==> config.mk <==
export PLATFORM = sky130hd
export DESIGN_NAME = sha1_back_flat
export DESIGN_NICKNAME = d
export VERILOG_FILES = /design/src/hw/rtl/sha1_pkg.sv /design/src/hw/rtl/sha1_channels.sv /design/src/hw/rtl/sha1_back.sv /design/src/flat_wrapper.sv
export SDC_FILE = /design/constraint.sdc
export NUM_CORES = 2
export LEC_CHECK = 0
export BUFFER_PORTS_ARGS = -buffer_cell sky130_fd_sc_hd__buf_4
export CAP_MARGIN = 20
export CORE_MARGIN = 5
export CORE_UTILIZATION = 60
export DETAILED_ROUTE_END_ITERATION = 8
export PLACE_DENSITY = 0.79
export SYNTH_ARGS = -nofsm -noshare
export SYNTH_HDL_FRONTEND = slang
export SYNTH_SLANG_ARGS = --single-unit
==> constraint.sdc <==
create_clock -name clock -period 20.9 [get_ports clock]
set_clock_uncertainty 0.15 [all_clocks]
set_input_delay 4.18 -clock clock [delete_from_list [all_inputs] [get_ports clock]]
set_output_delay 4.18 -clock clock [all_outputs]
set_load 0.05 [all_outputs]
==> src/hw/rtl/sha1_pkg.sv <==
`timescale 1ns / 1ps

package sha1_pkg;

   localparam int WORD_WIDTH     = 32;
   localparam int COUNT_WIDTH    = 3;
   localparam int INDEX_WIDTH    = 3;
   localparam int BYTES_PER_WORD = 4;
   localparam int BLOCK_WORDS    = 16;
   localparam int BLOCK_BYTES    = 64;
   localparam int HASH_WORDS     = 5;
   localparam int ROUNDS         = 80;
   localparam int LENGTH_WIDTH   = 61;
   localparam int QUEUE_DEPTH    = 2;

   // byte position where the 64-bit bit length starts
   localparam logic [5:0] LEN_POS  = 6'd56;
   localparam logic [7:0] PAD_BYTE = 8'h80;

   localparam logic [HASH_WORDS-1:0][WORD_WIDTH-1:0] INIT_HASH = {
      32'hC3D2E1F0, 32'h10325476, 32'h98BADCFE, 32'hEFCDAB89, 32'h67452301
   };

   localparam logic [3:0][WORD_WIDTH-1:0] ROUND_CONST = {
      32'hCA62C1D6, 32'h8F1BBCDC, 32'h6ED9EBA1, 32'h5A827999
   };

   typedef struct packed {
      logic [BLOCK_WORDS-1:0][WORD_WIDTH-1:0] words;
      logic                                   last_blk;
   } blk_type;

   typedef struct packed {
      logic full;
      logic not_empty;
   } q_stat_type;

endpackage

==> src/hw/rtl/sha1_channels.sv <==


interface sha1_rsp_if;
   logic                               valid;
   logic                               ready;
   logic [sha1_pkg::WORD_WIDTH-1:0]    digest_word;
   logic [sha1_pkg::INDEX_WIDTH-1:0]   word_index;
   logic                               last_word;

   modport source (output valid, output digest_word, output word_index,
                   output last_word, input ready);
   modport sink   (input valid, input digest_word, input word_index,
                   input last_word, output ready);
endinterface

==> src/hw/rtl/sha1_back.sv <==
`timescale 1ns / 1ps

module sha1_back (
   input  logic                 clock,
   input  logic                 reset,
   input  sha1_pkg::q_stat_type q_stat,
   input  sha1_pkg::blk_type    head,
   output logic                 pop,
   sha1_rsp_if.source           rsp_bus
);

   localparam logic [1:0] BK_IDLE   = 2'd0;
   localparam logic [1:0] BK_ROUND  = 2'd1;
   localparam logic [1:0] BK_FINISH = 2'd2;

   localparam logic [1:0] PHASE_CH     = 2'd0;
   localparam logic [1:0] PHASE_PARITY = 2'd1;
   localparam logic [1:0] PHASE_MAJ    = 2'd2;
   localparam logic [1:0] PHASE_TAIL   = 2'd3;

   localparam int RND_WIDTH = $clog2(sha1_pkg::ROUNDS);
   localparam logic [sha1_pkg::INDEX_WIDTH-1:0] LAST_INDEX =
      sha1_pkg::INDEX_WIDTH'(sha1_pkg::HASH_WORDS - 1);

   typedef logic [sha1_pkg::WORD_WIDTH-1:0] word_type;

   logic [1:0]                              state_ff, state_in;
   logic [RND_WIDTH-1:0]                    rnd_ff, rnd_in;
   logic                                    last_ff, last_in;
   word_type [sha1_pkg::BLOCK_WORDS-1:0]    sched_ff, sched_in;
   word_type [sha1_pkg::HASH_WORDS-1:0]     vars_ff, vars_in;
   word_type [sha1_pkg::HASH_WORDS-1:0]     hash_ff, hash_in;
   word_type [sha1_pkg::HASH_WORDS-1:0]     dig_ff, dig_in;
   word_type [sha1_pkg::HASH_WORDS-1:0]     folded;
   logic                                    busy_ff, busy_in;
   logic [sha1_pkg::INDEX_WIDTH-1:0]        idx_ff, idx_in;

   logic [1:0] phase;
   word_type   fn, temp, next_w, b, c, d;

   assign b = vars_ff[1];
   assign c = vars_ff[2];
   assign d = vars_ff[3];

   always_comb begin
      if (rnd_ff < RND_WIDTH'(20)) begin
         phase = PHASE_CH;
      end else if (rnd_ff < RND_WIDTH'(40)) begin
         phase = PHASE_PARITY;
      end else if (rnd_ff < RND_WIDTH'(60)) begin
         phase = PHASE_MAJ;
      end else begin
         phase = PHASE_TAIL;
      end
      case (phase)
         PHASE_CH:  fn = (b & c) | (~b & d);
         PHASE_MAJ: fn = (b & c) | (b & d) | (c & d);
         default:   fn = b ^ c ^ d;
      endcase
   end

   assign temp = {vars_ff[0][26:0], vars_ff[0][31:27]} + fn + vars_ff[4]
               + sched_ff[0] + sha1_pkg::ROUND_CONST[phase];
   assign next_w = sched_ff[13] ^ sched_ff[8] ^ sched_ff[2] ^ sched_ff[0];

   always_comb begin
      for (int k = 0; k < sha1_pkg::HASH_WORDS; k++) begin
         folded[k] = hash_ff[k] + vars_ff[k];
      end
   end

   always_comb begin
      state_in = state_ff;
      rnd_in   = rnd_ff;
      last_in  = last_ff;
      sched_in = sched_ff;
      vars_in  = vars_ff;
      hash_in  = hash_ff;
      dig_in   = dig_ff;
      busy_in  = busy_ff;
      idx_in   = idx_ff;
      pop      = 1'b0;

      // drain the digest one beat at a time
      if (busy_ff && rsp_bus.ready) begin
         if (idx_ff == LAST_INDEX) begin
            busy_in = 1'b0;
         end else begin
            idx_in = idx_ff + 1'b1;
         end
      end

      case (state_ff)
         BK_IDLE: begin
            if (q_stat.not_empty) begin
               pop      = 1'b1;
               sched_in = head.words;
               vars_in  = hash_ff;
               last_in  = head.last_blk;
               rnd_in   = '0;
               state_in = BK_ROUND;
            end
         end
         BK_ROUND: begin
            for (int k = 0; k < sha1_pkg::BLOCK_WORDS - 1; k++) begin
               sched_in[k] = sched_ff[k+1];
            end
            sched_in[sha1_pkg::BLOCK_WORDS-1] = {next_w[30:0], next_w[31]};
            vars_in[0] = temp;
            vars_in[1] = vars_ff[0];
            vars_in[2] = {b[1:0], b[31:2]};
            vars_in[3] = c;
            vars_in[4] = d;
            rnd_in     = rnd_ff + 1'b1;
            if (rnd_ff == RND_WIDTH'(sha1_pkg::ROUNDS - 1)) begin
               state_in = BK_FINISH;
            end
         end
         BK_FINISH: begin
            if (!last_ff) begin
               hash_in  = folded;
               state_in = BK_IDLE;
            end else if (!busy_ff) begin
               // hand the digest to the output buffer and restart the chain
               dig_in   = folded;
               hash_in  = sha1_pkg::INIT_HASH;
               busy_in  = 1'b1;
               idx_in   = '0;
               state_in = BK_IDLE;
            end
         end
         default: begin
            state_in = BK_IDLE;
         end
      endcase
   end

   assign rsp_bus.valid       = busy_ff;
   assign rsp_bus.digest_word = dig_ff[idx_ff];
   assign rsp_bus.word_index  = idx_ff;
   assign rsp_bus.last_word   = (idx_ff == LAST_INDEX);

   always_ff @(posedge clock) begin
      if (reset) begin
         state_ff <= BK_IDLE;
         hash_ff  <= sha1_pkg::INIT_HASH;
         busy_ff  <= 1'b0;
         idx_ff   <= '0;
         rnd_ff   <= '0;
         last_ff  <= 1'b0;
      end else begin
         state_ff <= state_in;
         hash_ff  <= hash_in;
         busy_ff  <= busy_in;
         idx_ff   <= idx_in;
         rnd_ff   <= rnd_in;
         last_ff  <= last_in;
      end
   end

   always_ff @(posedge clock) begin
      sched_ff <= sched_in;
      vars_ff  <= vars_in;
      dig_ff   <= dig_in;
   end

endmodule

==> src/flat_wrapper.sv <==
// flat-port wrapper written by rule: the top's interface ports become plain ports
module sha1_back_flat 
  (clock, reset, q_stat, head, pop, rsp_bus_valid, rsp_bus_digest_word, rsp_bus_word_index, rsp_bus_last_word, rsp_bus_ready);
  sha1_rsp_if rsp_bus_i ();
  input  logic clock;
  input  logic reset;
  input  sha1_pkg::q_stat_type q_stat;
  input  sha1_pkg::blk_type head;
  output logic pop;
  output wire logic [$bits(rsp_bus_i.valid)-1:0] rsp_bus_valid;
  output wire logic [$bits(rsp_bus_i.digest_word)-1:0] rsp_bus_digest_word;
  output wire logic [$bits(rsp_bus_i.word_index)-1:0] rsp_bus_word_index;
  output wire logic [$bits(rsp_bus_i.last_word)-1:0] rsp_bus_last_word;
  input wire logic [$bits(rsp_bus_i.ready)-1:0] rsp_bus_ready;
  assign rsp_bus_valid = rsp_bus_i.valid;
  assign rsp_bus_digest_word = rsp_bus_i.digest_word;
  assign rsp_bus_word_index = rsp_bus_i.word_index;
  assign rsp_bus_last_word = rsp_bus_i.last_word;
  assign rsp_bus_i.ready = rsp_bus_ready;
  sha1_back u_core (.clock(clock), .reset(reset), .q_stat(q_stat), .head(head), .pop(pop), .rsp_bus(rsp_bus_i));
endmodule
## Word level (Yosys, flattened, before mapping)

Cells that the tools add are included.

- Bits in registers: 1006
- Input bits: 518

- Add/sub/neg operators: 11
- $lt $le $gt $ge: 5
- Equality and inequality tests: 9
- Muxes and demuxes: 33
- Bitwise logic cells: 14
- Reduce and logical (&&, ||, !) cells: 9

Operator list:

| operator | number |
|---|---|
| 512-bit case mux with 2 select lines | 1 |
| 512-bit two-way mux | 1 |
| 160-bit two-way mux | 3 |
| 160-bit case mux with 2 select lines | 1 |
| 32-bit adder | 9 |
| 32-bit bitwise XOR | 5 |
| 32-bit bitwise AND | 4 |
| 32-bit binary-select mux with 3-bit select | 1 |
| 32-bit OR | 3 |
| 32-bit binary-select mux with 2-bit select | 1 |
| 32-bit two-way mux | 2 |
| 32-bit case mux with 2 select lines | 1 |
| 32-bit inverter | 1 |
| 3-bit two-way mux | 5 |
| 7-bit by 6-bit < comparator with 1-bit output, second input constant | 2 |
| 7-bit case mux with 2 select lines | 1 |
| 2-bit two-way mux | 6 |
| 1-bit two-way mux | 8 |
| 7-bit by 1-bit adder with 7-bit output, second input constant | 1 |
| 7-bit equality test, second input constant | 1 |
| 7-bit by 5-bit < comparator with 1-bit output, second input constant | 1 |
| 7-bit two-way mux | 1 |
| 2-bit case mux with 3 select lines | 1 |
| 2-bit AND reduction | 3 |
| other kinds (14) | 18 |

## Longest topological paths before layout

- Word-level depth: 11
- Mapped depth: 27
- Depth with buffers taken out: 24

## Least setup slack after synthesis

OpenSTA, ideal clock, no wires.

- Path type: input -> register
- From: input port q_stat[0] (netlist bit)
- To: register u_core.rnd_ff[4]
- Data arrival time: 18457 ps
- Data required time: 20038 ps
- Slack: 1581 ps
- Stages on the path: 5
- Cells stage by stage: nand2_1 > inv_1 > nor2_1 > inv_1 > a311oi_1

- Word-level cells in the longest chain between the ends: 2

Ends and longest elaborated chain:

| element | RTL line | source |
|---|---|---|
| start: declaration | flat_wrapper.sv:7 | `input sha1_pkg::q_stat_type q_stat;` |
| 2-bit inequality test (no source line) | n/a |  |
| 2-bit AND reduction (no source line) | n/a |  |
| end signal: assignment | sha1_back.sv:156 | `rnd_ff <= rnd_in;` |
| end: declaration | sha1_back.sv:28 | `logic [RND_WIDTH-1:0] rnd_ff, rnd_in;` |

No other way between the ends.
A chain may end at the register's enable or synchronous reset.

## Worst setup path in the final report

- From: input port q_stat[0] (netlist bit)
- To: output port pop

- Word-level cells in the longest chain between the ends: 2

Ends and longest elaborated chain:

| element | RTL line | source |
|---|---|---|
| 1-bit two-way mux | sha1_back.sv:95 | `if (q_stat.not_empty) begin` |
| 1-bit two-way mux | sha1_back.sv:93 | `case (state_ff)` |
| end: declaration | flat_wrapper.sv:9 | `output logic pop;` |

No other way between the ends.

==> results_dict.tcl <==
set metrics [dict create \
    postRouteAntennaNets 0 \
    arrival_ns 4.79 \
    placedInstanceArea_um2 59100 \
    required_ns 16.57 \
    power_density_nw_per_um2 120 \
    synth_cell_types 83 \
    initial_core_util_pct 60.3 \
    max-slew-margin-rel_pct 25.1 \
    viasPerCell 6.01 \
    async_flop_share_pct 0 \
    holdBufCountCts 0 \
    path_clk_slew_ns 0.06 \
    fin_crit_sh_pct 43.6 \
    grt_max_degree 242 \
    clk_root_buffer_cell "clkbuf_16" \
    rsz0062_at_grt "no" \
    grt-ovfl-total 0 \
    worstSetupPathType "input port to primary output" \
    syn-num-nets 6252 \
    final_nets 6703 \
    wl_met1_um 62100 \
    power_leakage_uw 0.0271 \
    worstMarginPinSlew_ns 1.12 \
    crit_path_frequent_cell "buf_4" \
    cp_max_fo 6 \
    grt_pass1_vias 41500 \
    ys_seq_elements 1006 \
    wl_per_cell_um 24.3 \
    status "finished clean" \
    max_clock_freq_mhz 110 \
    crit_slowest_cell "buf_4" \
    cpPeakStageDelay_ns 0.21 \
    final_max_slew_viol_count 0 \
    syn_inst 5415 \
    min_path_type "flip-flop to flip-flop" \
    drtIter0Drc 5732 \
    total_power_uw 7520 \
    n_fill_cell 6546 \
    hold_viol 0 \
    min_period_ns 9.12 \
    synth_area_um2 54000 \
    ios 556 \
    seq_area_frac_synth_pct 52.7 \
    dr_total_vias 43000 \
    ff2ff_path_depth 23 \
    syn_to_final_growth_pct 16.0 \
    clk_path_buf_depth 3 \
    htree_levels 3 \
    cts.sinks 1006 \
    syn_area_per_cell_um2 9.97 \
    synth_edf_count 832 \
    die-area_um2 96100 \
    path_cells "buf_4 -> nand2_1 -> inv_1 -> buf_4" \
    synth_flop_cell "edfxtp_1" \
    core_um2 89600 \
    clk_latency_ns 0.69 \
    hp-start "u_core.hash_ff[158]" \
    cts_setup_buffers 0 \
    dr_wl_met3_um 18600 \
    top_layer "met5" \
    hold_depth 2 \
    wl_met2_um 82400 \
    reg2reg_slack_ns 13.18 \
    die_y_um 310 \
    grt_pass1_wl_um 252000 \
    crit_path_start_kind "input port" \
    setup_tns_ns 0 \
    vdd_drop_max_mv 0.0732 \
    num_rows 110 \
    layout-drive-gt1-share_pct 13.9 \
    grt_usage_pct 35.2 \
    finalSetupViolations 0 \
    cts_resized 0 \
    chipWidth_um 310 \
    whs_endpoint "u_core.hash_ff[158]" \
    yosys_warnings 0 \
    cp-end-kind "primary output" \
    drc 0 \
    layout_setup_ws_ns 11.78 \
    place_hpwl_um 126000 \
    routed_wl_um 174000 \
    timing.rr.start "u_core.rnd_ff[3]" \
    antenna_found_initial 31 \
    design_area_um2 62600 \
    cts_tree "built" \
    portBuffers 554 \
    dp_slack_ns 11.77 \
    gp_congestion 0.981 \
    max_cap_violations 0 \
    r2r-end "u_core.vars_ff[31]" \
    firstDrtPassIters 8 \
    cts_inserted_buffers 107 \
]
-- cells in the final DEF, fill, tap and decap left out, drive strengths merged, types with 30 or more instances in the layout --
master  count
a21o       77
a21oi     164
a221o      74
a22o       31
a22oi      44
a31oi      38
buf       590
clkbuf    141
clkinv     44
dfxtp     174
edfxtp    832
fa        125
ha        194
inv       285
mux2i      30
mux4       32
nand2    1988
nand3      34
nor2      187
nor3       35
o21ai     237
xnor2     216
xor2       53
-- synthesized netlist by cell type, types with 5 or more instances --
cell	number	area, µm²
nand2_1	1988	7460
edfxtp_1	832	25000
inv_1	281	1050
clkbuf_1	224	841
o21ai_0	218	1090
xnor2_1	216	1890
ha_1	194	2430
nor2_1	187	702
dfxtp_1	174	3480
a21oi_1	161	806
fa_1	125	2500
a21o_1	77	578
a221o_1	74	741
xor2_1	53	464
a22oi_1	44	330
a31oi_1	38	238
nand3_1	34	170
nor3_1	33	165
mux4_2	32	721
a22o_1	31	272
mux2i_1	30	300
buf_1	24	90.1
o21a_1	24	180
nand2b_1	23	144
a211oi_1	20	150
and3_1	17	106
nor3b_1	17	128
o21ai_1	17	85.1
nor2b_1	16	100
nand4_1	15	93.8
o21bai_1	15	113
and2_1	12	75.1
o31ai_1	12	90.1
or3_1	12	75.1
a221oi_1	11	96.3
o211ai_1	10	75.1
and4_1	8	70.1
o221ai_1	8	70.1
mux2_2	7	78.8
nand3b_1	7	52.6
a31o_2	6	52.6
a311oi_1	5	43.8
-- kinds of logic after synthesis --
kind of cell / count (synthesis) / synth area share, %
xor+xnor: 269 / 4.36
buf+inv: 530 / 3.68
flops: 1006 / 52.7
mux: 69 / 2.04
fa+ha+maj: 319 / 9.13
simple gates: 2383 / 17.5
compound gates: 839 / 10.5
-- stage by stage --
| step | util (%) | instances | hold WS, ns |
|---|---|---|---|
| final | 69.9 | 7158 | 0.330 |
| after global routing | 69.9 | 7157 | 0.367 |
| after CTS | 69.8 | 7127 | 0.328 |
| after detailed placement | 65.9 | 6931 | 0.322 |
| after global placement | 65.9 | 6930 | 0.306 |
| after floorplan | - | 5415 | 0.294 |
-- worst max-delay path: cells and delay by family --
family                 cells  cell delay (ns)
buffers and inverters      3             0.44
AND/OR/NAND/NOR            1             0.17
-- worst max-delay path by stage --
stage | slack, ns | startpoint | endpoint | cells after the start
floorplan | 1.58 | q_stat[0] | u_core.rnd_ff[4] | 5
global placement | 11.78 | q_stat[0] | pop | 4
detailed placement | 11.77 | q_stat[0] | pop | 4
CTS | 11.77 | q_stat[0] | pop | 4
global route | 11.71 | q_stat[0] | pop | 4
finish | 11.78 | q_stat[0] | pop | 4
-- layout make-up --
type | count | area (µm²) | share of cell area [%]
Inverter | 282 | 1070 | 1.70
Antenna cell | 29 | 72.6 | 0.116
Clock buffer | 141 | 2930 | 4.68
Timing Repair Buffer | 590 | 4540 | 7.25
Tap cell | 1176 | 1470 | 2.35
Clock inverter | 55 | 487 | 0.777
Sequential cell | 1006 | 28500 | 45.5
Multi-Input combinational cell | 3879 | 23600 | 37.7
-- power breakdown --
group	switching, µW	internal (µW)
Clock	817	1060
Combinational	1740	1160
Sequential	201	2550
-- flip-flops by register name, summed over array words and instances, names as in the netlist --
| name | flops |
|---|---|
| u_core.b | 32 |
| u_core.sched_ff | 512 |
| u_core.last_ff | 1 |
| u_core.hash_ff | 160 |
| u_core.rsp_bus.word_index | 3 |
| u_core.rnd_ff | 7 |
| u_core.vars_ff | 64 |
| u_core.d | 32 |
| u_core.c | 32 |
| u_core.rsp_bus.valid | 1 |
| u_core.dig_ff | 160 |
| u_core.state_ff | 2 |
-- per-layer routing --
layer  vias to the layer above  GRT usage, %
met2                      2547          57.2
met3                       405          6.86
met4                         8          19.2
met5                         -             0
li1                      19500             -
met1                     20500          45.1
(Power assumes the default switching activity.)
