`src/hw/rtl/sha1_pkg.sv`:
```
`timescale 1ns / 1ps

package sha1_pkg;

   localparam int WORD_WIDTH     = 32;
   localparam int COUNT_WIDTH    = 3;
   localparam int INDEX_WIDTH    = 3;
   localparam int BYTES_PER_WORD = 4;
   localparam int BLOCK_WORDS    = 16;
   localparam int BLOCK_BYTES    = 64;
   localparam int HASH_WORDS     = 5;
   localparam int ROUNDS         = 80;
   localparam int LENGTH_WIDTH   = 61;
   localparam int QUEUE_DEPTH    = 2;

   // byte position where the 64-bit bit length starts
   localparam logic [5:0] LEN_POS  = 6'd56;
   localparam logic [7:0] PAD_BYTE = 8'h80;

   localparam logic [HASH_WORDS-1:0][WORD_WIDTH-1:0] INIT_HASH = {
      32'hC3D2E1F0, 32'h10325476, 32'h98BADCFE, 32'hEFCDAB89, 32'h67452301
   };

   localparam logic [3:0][WORD_WIDTH-1:0] ROUND_CONST = {
      32'hCA62C1D6, 32'h8F1BBCDC, 32'h6ED9EBA1, 32'h5A827999
   };

   typedef struct packed {
      logic [BLOCK_WORDS-1:0][WORD_WIDTH-1:0] words;
      logic                                   last_blk;
   } blk_type;

   typedef struct packed {
      logic full;
      logic not_empty;
   } q_stat_type;

endpackage

```
`src/hw/rtl/sha1_queue.sv`:
```
`timescale 1ns / 1ps

module sha1_queue #(
   parameter int DEPTH = sha1_pkg::QUEUE_DEPTH
) (
   input  logic                 clock,
   input  logic                 reset,
   input  logic                 push,
   input  sha1_pkg::blk_type    push_blk,
   input  logic                 pop,
   output sha1_pkg::q_stat_type q_stat,
   output sha1_pkg::blk_type    head
);

   localparam int PTR_WIDTH = (DEPTH > 1) ? $clog2(DEPTH) : 1;
   localparam int CNT_WIDTH = $clog2(DEPTH + 1);

   sha1_pkg::blk_type     mem_ff [DEPTH];
   logic [PTR_WIDTH-1:0]  wr_ptr_ff, wr_ptr_in;
   logic [PTR_WIDTH-1:0]  rd_ptr_ff, rd_ptr_in;
   logic [CNT_WIDTH-1:0]  cnt_ff, cnt_in;
   logic                  do_push, do_pop;

   function automatic logic [PTR_WIDTH-1:0] next_ptr(input logic [PTR_WIDTH-1:0] p);
      return (p == PTR_WIDTH'(DEPTH - 1)) ? '0 : p + 1'b1;
   endfunction

   assign q_stat.full      = (cnt_ff == CNT_WIDTH'(DEPTH));
   assign q_stat.not_empty = (cnt_ff != '0);
   assign head             = mem_ff[rd_ptr_ff];
   assign do_push          = push && !q_stat.full;
   assign do_pop           = pop && q_stat.not_empty;

   always_comb begin
      wr_ptr_in = do_push ? next_ptr(wr_ptr_ff) : wr_ptr_ff;
      rd_ptr_in = do_pop ? next_ptr(rd_ptr_ff) : rd_ptr_ff;
      cnt_in    = cnt_ff;
      if (do_push && !do_pop) begin
         cnt_in = cnt_ff + 1'b1;
      end else if (do_pop && !do_push) begin
         cnt_in = cnt_ff - 1'b1;
      end
   end

   always_ff @(posedge clock) begin
      if (reset) begin
         wr_ptr_ff <= '0;
         rd_ptr_ff <= '0;
         cnt_ff    <= '0;
      end else begin
         wr_ptr_ff <= wr_ptr_in;
         rd_ptr_ff <= rd_ptr_in;
         cnt_ff    <= cnt_in;
      end
   end

   always_ff @(posedge clock) begin
      if (do_push) begin
         mem_ff[wr_ptr_ff] <= push_blk;
      end
   end

endmodule

```
`config.mk`:
```
export PLATFORM = sky130hd
export DESIGN_NAME = sha1_queue
export DESIGN_NICKNAME = d
export VERILOG_FILES = /design/src/hw/rtl/sha1_pkg.sv /design/src/hw/rtl/sha1_queue.sv
export SDC_FILE = /design/constraint.sdc
export NUM_CORES = 1
export LEC_CHECK = 0
export BUFFER_PORTS_ARGS = -buffer_cell sky130_fd_sc_hd__buf_2
export CAP_MARGIN = 15
export CORE_AREA = 3 3 404 406
export CTS_CLUSTER_SIZE = 20
export DETAILED_ROUTE_END_ITERATION = 6
export DIE_AREA = 0 0 407 409
export PLACE_DENSITY = 0.45
export SLEW_MARGIN = 20
export SYNTH_ARGS = -nofsm -noshare
export SYNTH_HDL_FRONTEND = slang
export SYNTH_SLANG_ARGS = --single-unit
```
`constraint.sdc`:
```
create_clock -name clock -period 23.3 [get_ports clock]
set_clock_uncertainty 0.15 [all_clocks]
set_input_delay 2.33 -clock clock [delete_from_list [all_inputs] [get_ports clock]]
set_output_delay 2.33 -clock clock [all_outputs]
set_load 0.05 [all_outputs]
```
**Yosys cells after proc, flatten, opt, wreduce, memory -nomap -nowiden**

Memories as Yosys holds them, arrays and structs flattened. A register that Yosys moved wholly into a read port is not among the register bits.
Index checks and enable logic that the tools add are counted.

- Register bits: 4
- Memory bits (writable): 1,026
- Output and inout bits: 515
- Word-level logic and storage cells: 26
- Memories kept: 1

- Add/sub/neg operators: 4
- Equality and inequality tests: 1
- Muxes and demuxes: 8
- Reductions and logical operators: 9

Memories:

| memory | depth | bits a word | read ports | clocked after memory_dff | wr ports | RTL line | RTL |
|---|---|---|---|---|---|---|---|
| mem_ff | 2 | 513 | 1 | 1 | 1 | sha1_queue.sv:18 | `sha1_pkg::blk_type mem_ff [DEPTH];` |

Operators with widths:

| kind | count |
|---|---|
| $mux W1 | 6 |
| $logic_and A1 B1 Y1 | 4 |
| $mux W2 | 2 |
| $reduce_bool A2 Y1 | 2 |
| $logic_not A1 Y1 | 3 |
| $add A1 B1 Y1 const B | 2 |
| $add A2 B1 Y2 const B | 1 |
| $eq A2 B2 Y1 const B | 1 |
| $sub A2 B1 Y2 const B | 1 |

**Depth between registers and ports, before layout**

Gate-level depths: netlist of the first run.

- Word-level depth: 7
- Gate-level depth with buffers: 6
- Gate-level depth less buffers: 6

**Worst setup path after synthesis of the first run**

No wires, ideal clock.

- Path kind: input-to-reg
- Start point: input port push
- End point: memory mem_ff[1][0] (netlist name), enable pin
- Data arrival time: 14.139 ns
- Slack: 8.063 ns
- Stages: 3
- Buffers on the path: 0
- Cell sequence: inv_1 nor2_1 and2_1

- Longest elaborated chain between the ends: 3

RTL lines:

| what | RTL line | RTL |
|---|---|---|
| start, declared | sha1_queue.sv:8 | `input logic push,` |
| $logic_and A1 B1 Y1 | sha1_queue.sv:31 | `assign do_push = push && !q_stat.full;` |
| $mux W1 | sha1_queue.sv:58 | `if (do_push) begin` |
| $mux W1 (implied by the code) | sha1_queue.sv:59 | `mem_ff[wr_ptr_ff] <= push_blk;` |
| end, declared | sha1_queue.sv:18 |  |

Every way passes these cells.

==> results of run 1 <==
## final cells by class
class / count / share of cell area
clock buffers: 139 / 0.05899
well taps: 2160 / 0.05372
inverters: 2 / 0.0002984
flip-flops and latches: 1031 / 0.6144
repair buffers: 1052 / 0.1067
multi-input cells: 531 / 0.1521
diodes: 22 / 0.001094
clock inverters: 65 / 0.01263
## metrics by stage
step	area (sq um)	power (W)
after floorplan	39260	0.004492
after global placement	46650	0.004870
after detailed placement	46650	0.004871
after CTS	50260	0.006626
after global routing	50270	0.006773
final	50310	0.006511
## cells in the mapped netlist, drive strengths merged
library cell,instances
edfxtp,1026
mux2,513
buf,57
dfxtp,5
nor2,4
o21ai,3
xor2,3
a21oi,2
inv,2
or3,2
and2,1
ha,1
nor2b,1
or2,1
## critical path, delay by kind of cell (launching register included)
| kind | cells | cell delay [ps] |
|---|---|---|
| buf+inv | 5 | 3370 |
| flops | 1 | 890 |
| mux | 1 | 410 |
## kinds of logic after synthesis
| group | synth area share |
|---|---|
| compound gates | 0.0006372 |
| xor+xnor | 0.0006693 |
| fa+ha+maj | 0.0003186 |
| buf+inv | 0.01791 |
| flops | 0.7872 |
| mux | 0.1921 |
| simple gates | 0.001179 |
## per-layer routing
| layer | up-vias | track usage | share of wire |
|---|---|---|---|
| met3 | 232 | 0.05001 | 0.096 |
| li1 | 8767 | - | - |
| met4 | 44 | 0.03638 | 0.024 |
| met2 | 763 | 0.2164 | 0.49 |
| met5 | - | 0 | 0.0029 |
| met1 | 9614 | 0.1429 | 0.38 |
## state kept, by name (all words and copies together), names as in the netlist, named ones only
signal     count
cnt_ff         2
mem_ff      1026
rd_ptr_ff      1
wr_ptr_ff      1
## worst min path at each step
stage | endpoint | slack [ps] | start | depth (start not counted)
finish | register | 350 | rd_ptr_ff | 2
global route | wr_ptr_ff | 380 | wr_ptr_ff | 2
CTS | register | 340 | rd_ptr_ff | 2
detailed placement | register | 340 | rd_ptr_ff | 2
global placement | register | 330 | rd_ptr_ff | 2
floorplan | wr_ptr_ff | 300 | wr_ptr_ff | 2
## power breakdown
group          switching (W)  total [W]  internal [W]
Clock               0.000720    0.00172       0.00100
Combinational        0.00167    0.00238      0.000713
Sequential         0.0000726    0.00241       0.00233
==> metrics.md, run 1 <==
| Metric | Value |
|---|---|
| Root Buffer | `clkbuf_16` |
| DP HPWL | `80090 microns` |
| Flop-to-flop setup slack | `17990 ps` |
| Vias per Instance | `3.882` |
| Grt total ovfl | `0` |
| Worst Path Max Fanout | `100` |
| Starting Density | `0.2451` |
| Fin Setup TNS | `0 ps` |
| DR DRC count | `0` |
| Post-Syn Area | `39260 sq um` |
| Synth area leaders | `edfxtp_1, mux2_4, mux2_2` |
| FF+latch area | `30910 sq um` |
| Initial antenna violation count | `72` |
| Fmax | `123.4 MHz` |
| RePlAce Congestion | `0.7714` |
| Fillers | `15730` |
| Cts hold-fix bufs | `0` |
| Maximum vdd ir drop | `0.09279 mV` |
| Synthesized instance count | `1621` |
| Port bufs | `1031` |
| Worst endpoint required time | `20820 ps` |
| Slowest stage delay, CP | `930 ps` |
| Dpl cells | `4776` |
| Final Max Slew Viols | `0` |
| Final Cycle Share | `0.3479` |
| Worst Tran Pin Value | `1037 ps` |
| Sequential area share after synthesis | `0.7872` |
| R2R cell count | `7` |
| Final non-filler cell total | `5002` |
| I/O pin cnt | `1032` |
| PostCTS Resize Cnt | `0` |
| R2R Path End | `mem_ff[1][364]` |
| Avg Inst Size Synth | `24.22 sq um` |
| Largest net degree at the start of global routing | `129` |
| Post-synth top area cell | `edfxtp_1` |
| Routed WL | `108900 microns` |
| Critical path, cell by cell | `buf_4 > buf_4 > buf_4 > buf_12 > mux2_2 > buf_2` |
| Core footprint | `160200 sq um` |
| Hold crit path type | `reg2reg` |
| Row count | `147` |
| Fin crit period | `8106 ps` |
| Total power divided by cell area | `129.4 nW/um^2` |
| Final hold viol count | `0` |
| Worst Setup End Kind | `output pin` |
| Slew Limit Headroom | `0.3086` |
| Clock latency on the worst-skew pair | `710 ps` |
| Top cell type's share of synthesized area | `0.7847` |
| Vias in the first global route | `20130` |
| Clock buffer depth | `3` |
| Unrepaired setup endpoints after global routing | `no` |
| DR WL/cell | `21.78 microns` |
| Synth cell types | `17` |
| Share of cells above drive strength 1 | `0.6092` |
| Worst r2r src | `cnt_ff[0]` |
| Die H | `409 microns` |
| Commonest non-fill, non-tap cell in the layout | `buf_2` |
| CP Class | `reg2out` |
| DRT Pass-1 Iters | `4` |
| Full die area | `166500 sq um` |
| CP max stage cell | `buf_4` |
| Die W | `407 microns` |
| Critical Path End | `head[493]` |
| Most frequent cells in the layout | `buf_2, edfxtp_1, mux2_4` |
| Max-Cap Viols | `0` |
| Final Setup Violations | `0` |
| Nets | `3249` |
| Setup ws final | `15190 ps` |
| First-pass GRT wire length | `150000 microns` |
| Multi-input gate area | `7654 sq um` |
| Post-Syn Nets | `2139` |
| Cell mode on critical path | `buf_4` |
| Vias | `19420` |
| CTS clk-pin slew, worst paths | `60 ps` |
| CP arrival | `5630 ps` |
| Crit start category | `register` |
| Flops & latches, synth | `1031` |
| Routed Antenna Nets | `0` |
| CTS tree | `done` |
| Global Route Usage Sum | `0.1256` |
| Leak pwr | `19.12 nW` |
| Place WS | `15800 ps` |
| CTS buffer count | `113` |
| Final core utilization | `0.3141` |
| Ys Warns | `0` |
| Final Hold Slack | `346.5 ps` |
| DR iter-0 viols | `1116` |
| Status | `complete, no violations` |
| H-tree lvl count | `3` |
| Setup Fix Bufs, Post-CTS | `0` |
| CTS sink cnt | `1031` |
| Area growth from synthesis to layout | `28.13%` |
(Power assumes the default switching activity.)
==> run 2, diff against run 1 <==
==> constraint.sdc (replaced) <==
create_clock -name clock -period 7.9 [get_ports clock]
set_clock_uncertainty 0.15 [all_clocks]
set_input_delay 0.79 -clock clock [delete_from_list [all_inputs] [get_ports clock]]
set_output_delay 0.79 -clock clock [all_outputs]
set_load 0.05 [all_outputs]
==> run 2 against run 1 <==
Compared with the run above:
- final area is essentially flat
- first-iteration DRC count shrank 16%
- sequential power grew to 2.9 times the previous value
- largest power group unchanged
==> metrics.md, run 2 (synthesis results as in run 1) <==
| Metric | Value |
|---|---|
| Clock buffer depth | `3 (unchanged)` |
| Vias in the first global route | `20750 (was 20130)` |
| Unrepaired setup endpoints after global routing | `no (unchanged)` |
| Worst endpoint required time | `6960 ps (was 20820 ps)` |
| H-tree lvl count | `3 (unchanged)` |
| Vias | `19580 (was 19420)` |
| CTS tree | `done (unchanged)` |
| CTS clk-pin slew, worst paths | `60 ps (about the same)` |
| Worst r2r src | `cnt_ff[0] (unchanged)` |
| Share of cells above drive strength 1 | `0.6105 (was 0.6092)` |
| Initial antenna violation count | `76 (was 72)` |
| Critical path, cell by cell | `buf_4 > buf_12 > mux2_4 > buf_2 (was buf_4 > buf_4 > buf_4 > buf_12 > mux2_2 > buf_2)` |
| Row count | `147 (unchanged)` |
| Final Hold Slack | `108.0 ps (was 346.5 ps)` |
| Routed Antenna Nets | `0 (unchanged)` |
| Slowest stage delay, CP | `870 ps (was 930 ps)` |
| R2R Path End | `mem_ff[1][99] (was mem_ff[1][364])` |
| DP HPWL | `81270 microns (was 80090 microns)` |
| DR WL/cell | `21.99 microns (was 21.78 microns)` |
| CP arrival | `3360 ps (was 5630 ps)` |
| Final Setup Violations | `0 (unchanged)` |
| Worst Tran Pin Value | `1058 ps (was 1037 ps)` |
| Slew Limit Headroom | `0.2945 (was 0.3086)` |
| Root Buffer | `clkbuf_16 (unchanged)` |
| Flop-to-flop setup slack | `4870 ps (was 17990 ps)` |
| DRT Pass-1 Iters | `4 (unchanged)` |
| Multi-input gate area | `7666 sq um (was 7654 sq um)` |
| Worst Setup End Kind | `output pin (unchanged)` |
| CTS sink cnt | `1031 (unchanged)` |
| Max reg flops | `1026 (unchanged)` |
| DR iter-0 viols | `935 (was 1116)` |
| Fmax | `232.7 MHz` |
| Vias per Instance | `3.904 (was 3.882)` |
| Area growth from synthesis to layout | `28.07% (was 28.13%)` |
| First-pass GRT wire length | `151800 microns (was 150000 microns)` |
| Most flop-heavy register | `mem_ff (unchanged)` |
| Full die area | `166500 sq um (unchanged)` |
| Hold crit path type | `in2reg (was reg2reg)` |
| Place WS | `4264 ps (was 15800 ps)` |
| Hold Startpoint | `push_blk[137] (was rd_ptr_ff)` |
| CP max stage cell | `dfxtp_4 (was buf_4)` |
| Final hold viol count | `0 (unchanged)` |
| Maximum vdd ir drop | `0.2409 mV (was 0.09279 mV)` |
| Cts hold-fix bufs | `3 (was 0)` |
| Worst hold path cell count | `1 (was 2)` |
| Status | `complete, no violations (unchanged)` |
| DR DRC count | `0 (unchanged)` |
| Fillers | `15800 (was 15730)` |
| CTS buffer count | `110 (was 113)` |
| Die H | `409 microns (unchanged)` |
| RePlAce Congestion | `0.7935 (was 0.7714)` |
| Fin crit period | `4298 ps` |
| Worst Path Max Fanout | `119 (was 100)` |
| Setup Fix Bufs, Post-CTS | `0 (unchanged)` |
| Clock latency on the worst-skew pair | `700 ps (was 710 ps)` |
| Nets | `3263 (was 3249)` |
| CP Class | `reg2out (unchanged)` |
| Worst hold endpoint | `mem_ff[0][137]` |
| R2R cell count | `5 (was 7)` |
| Die W | `407 microns (unchanged)` |
| Fin Setup TNS | `0 ps (unchanged)` |
| Starting Density | `0.2451 (unchanged)` |
| Design Area, Final | `50290 sq um (was 50310 sq um)` |
| Max-Cap Viols | `0 (unchanged)` |
| Port bufs | `1031 (unchanged)` |
| Leak pwr | `19.10 nW (was 19.12 nW)` |
| Largest regs | `mem_ff: 1026 flops, cnt_ff: 2 flops (unchanged)` |
| Core footprint | `160200 sq um (unchanged)` |
| PostCTS Resize Cnt | `0 (unchanged)` |
| Final Max Slew Viols | `0 (unchanged)` |
| Crit start category | `register (unchanged)` |
| Most frequent cells in the layout | `buf_2, edfxtp_1, mux2_4 (unchanged)` |
| Global Route Usage Sum | `0.1276 (was 0.1256)` |
| Dpl cell area | `46870 sq um (was 46650 sq um)` |
| Largest net degree at the start of global routing | `136 (was 129)` |
| I/O pin cnt | `1032 (unchanged)` |
| Routed WL | `110300 microns (was 108900 microns)` |
| Final core utilization | `0.3139 (was 0.3141)` |
| FF+latch area | `30910 sq um (unchanged)` |
| Commonest non-fill, non-tap cell in the layout | `buf_2 (unchanged)` |
| Setup ws final | `3602 ps (was 15190 ps)` |
| Final Cycle Share | `0.5440` |
| Total power divided by cell area | `376.4 nW/um^2 (was 129.4 nW/um^2)` |
| Grt total ovfl | `0 (unchanged)` |
## run 2: how the worst max path moves through the flow
stage / endpoint / slack, ps / cells after the start / start
final: head[151] / 3600 / 4 / register
after global routing: head[171] / 3380 / 4 / register
after CTS: head[497] / 3460 / 4 / register
after detailed placement: mem_ff[1][129] / 4260 / 6 / push
after global placement: mem_ff[1][62] / 4260 / 6 / push
after floorplan: mem_ff[0][0] / -1300 / 3 / push
## run 2: where the power goes
| part | switching (W) | internal, W | total [W] |
|---|---|---|---|
| clock | 0.00208 | 0.00269 | 0.00477 |
| sequential | 0.000223 | 0.00688 | 0.00710 |
| combinational | 0.00491 | 0.00215 | 0.00706 |
## run 2: worst max-delay path, delay by kind of cell, from the launching register on
kind                   cells  cell delay, ps
DFF                        1             870
buffers and inverters      3            1120
muxes                      1             350
## run 2: cell type report
| class | count | share of cell area |
|---|---|---|
| clock inverter | 56 | 0.009256 |
| multi-input combinational | 531 | 0.1524 |
| inverter | 2 | 0.0004727 |
| tap | 2160 | 0.05374 |
| antenna | 27 | 0.001344 |
| sequential | 1031 | 0.6147 |
| timing repair buffer | 1069 | 0.1112 |
| clock buffer | 138 | 0.05683 |
## run 2: layer usage
| layer | track usage | wire (microns) | vias to the layer above | part of all wire |
|---|---|---|---|---|
| li1 | - | - | 8790 | - |
| met1 | 0.1305 | 38170 | 9779 | 0.35 |
| met2 | 0.2300 | 57490 | 729 | 0.52 |
| met3 | 0.06111 | 11550 | 227 | 0.10 |
| met4 | 0.03525 | 2708 | 52 | 0.025 |
| met5 | 0 | 341 | - | 0.0031 |
## run 2: per-stage QoR
| step | std cells | power (W) |
|---|---|---|
| final | 5014 | 0.01893 |
| after global routing | 4999 | 0.01973 |
| after CTS | 4987 | 0.01926 |
| after detailed placement | 4790 | 0.01438 |
| after global placement | 4790 | 0.01438 |
| after floorplan | 1621 | 0.01307 |
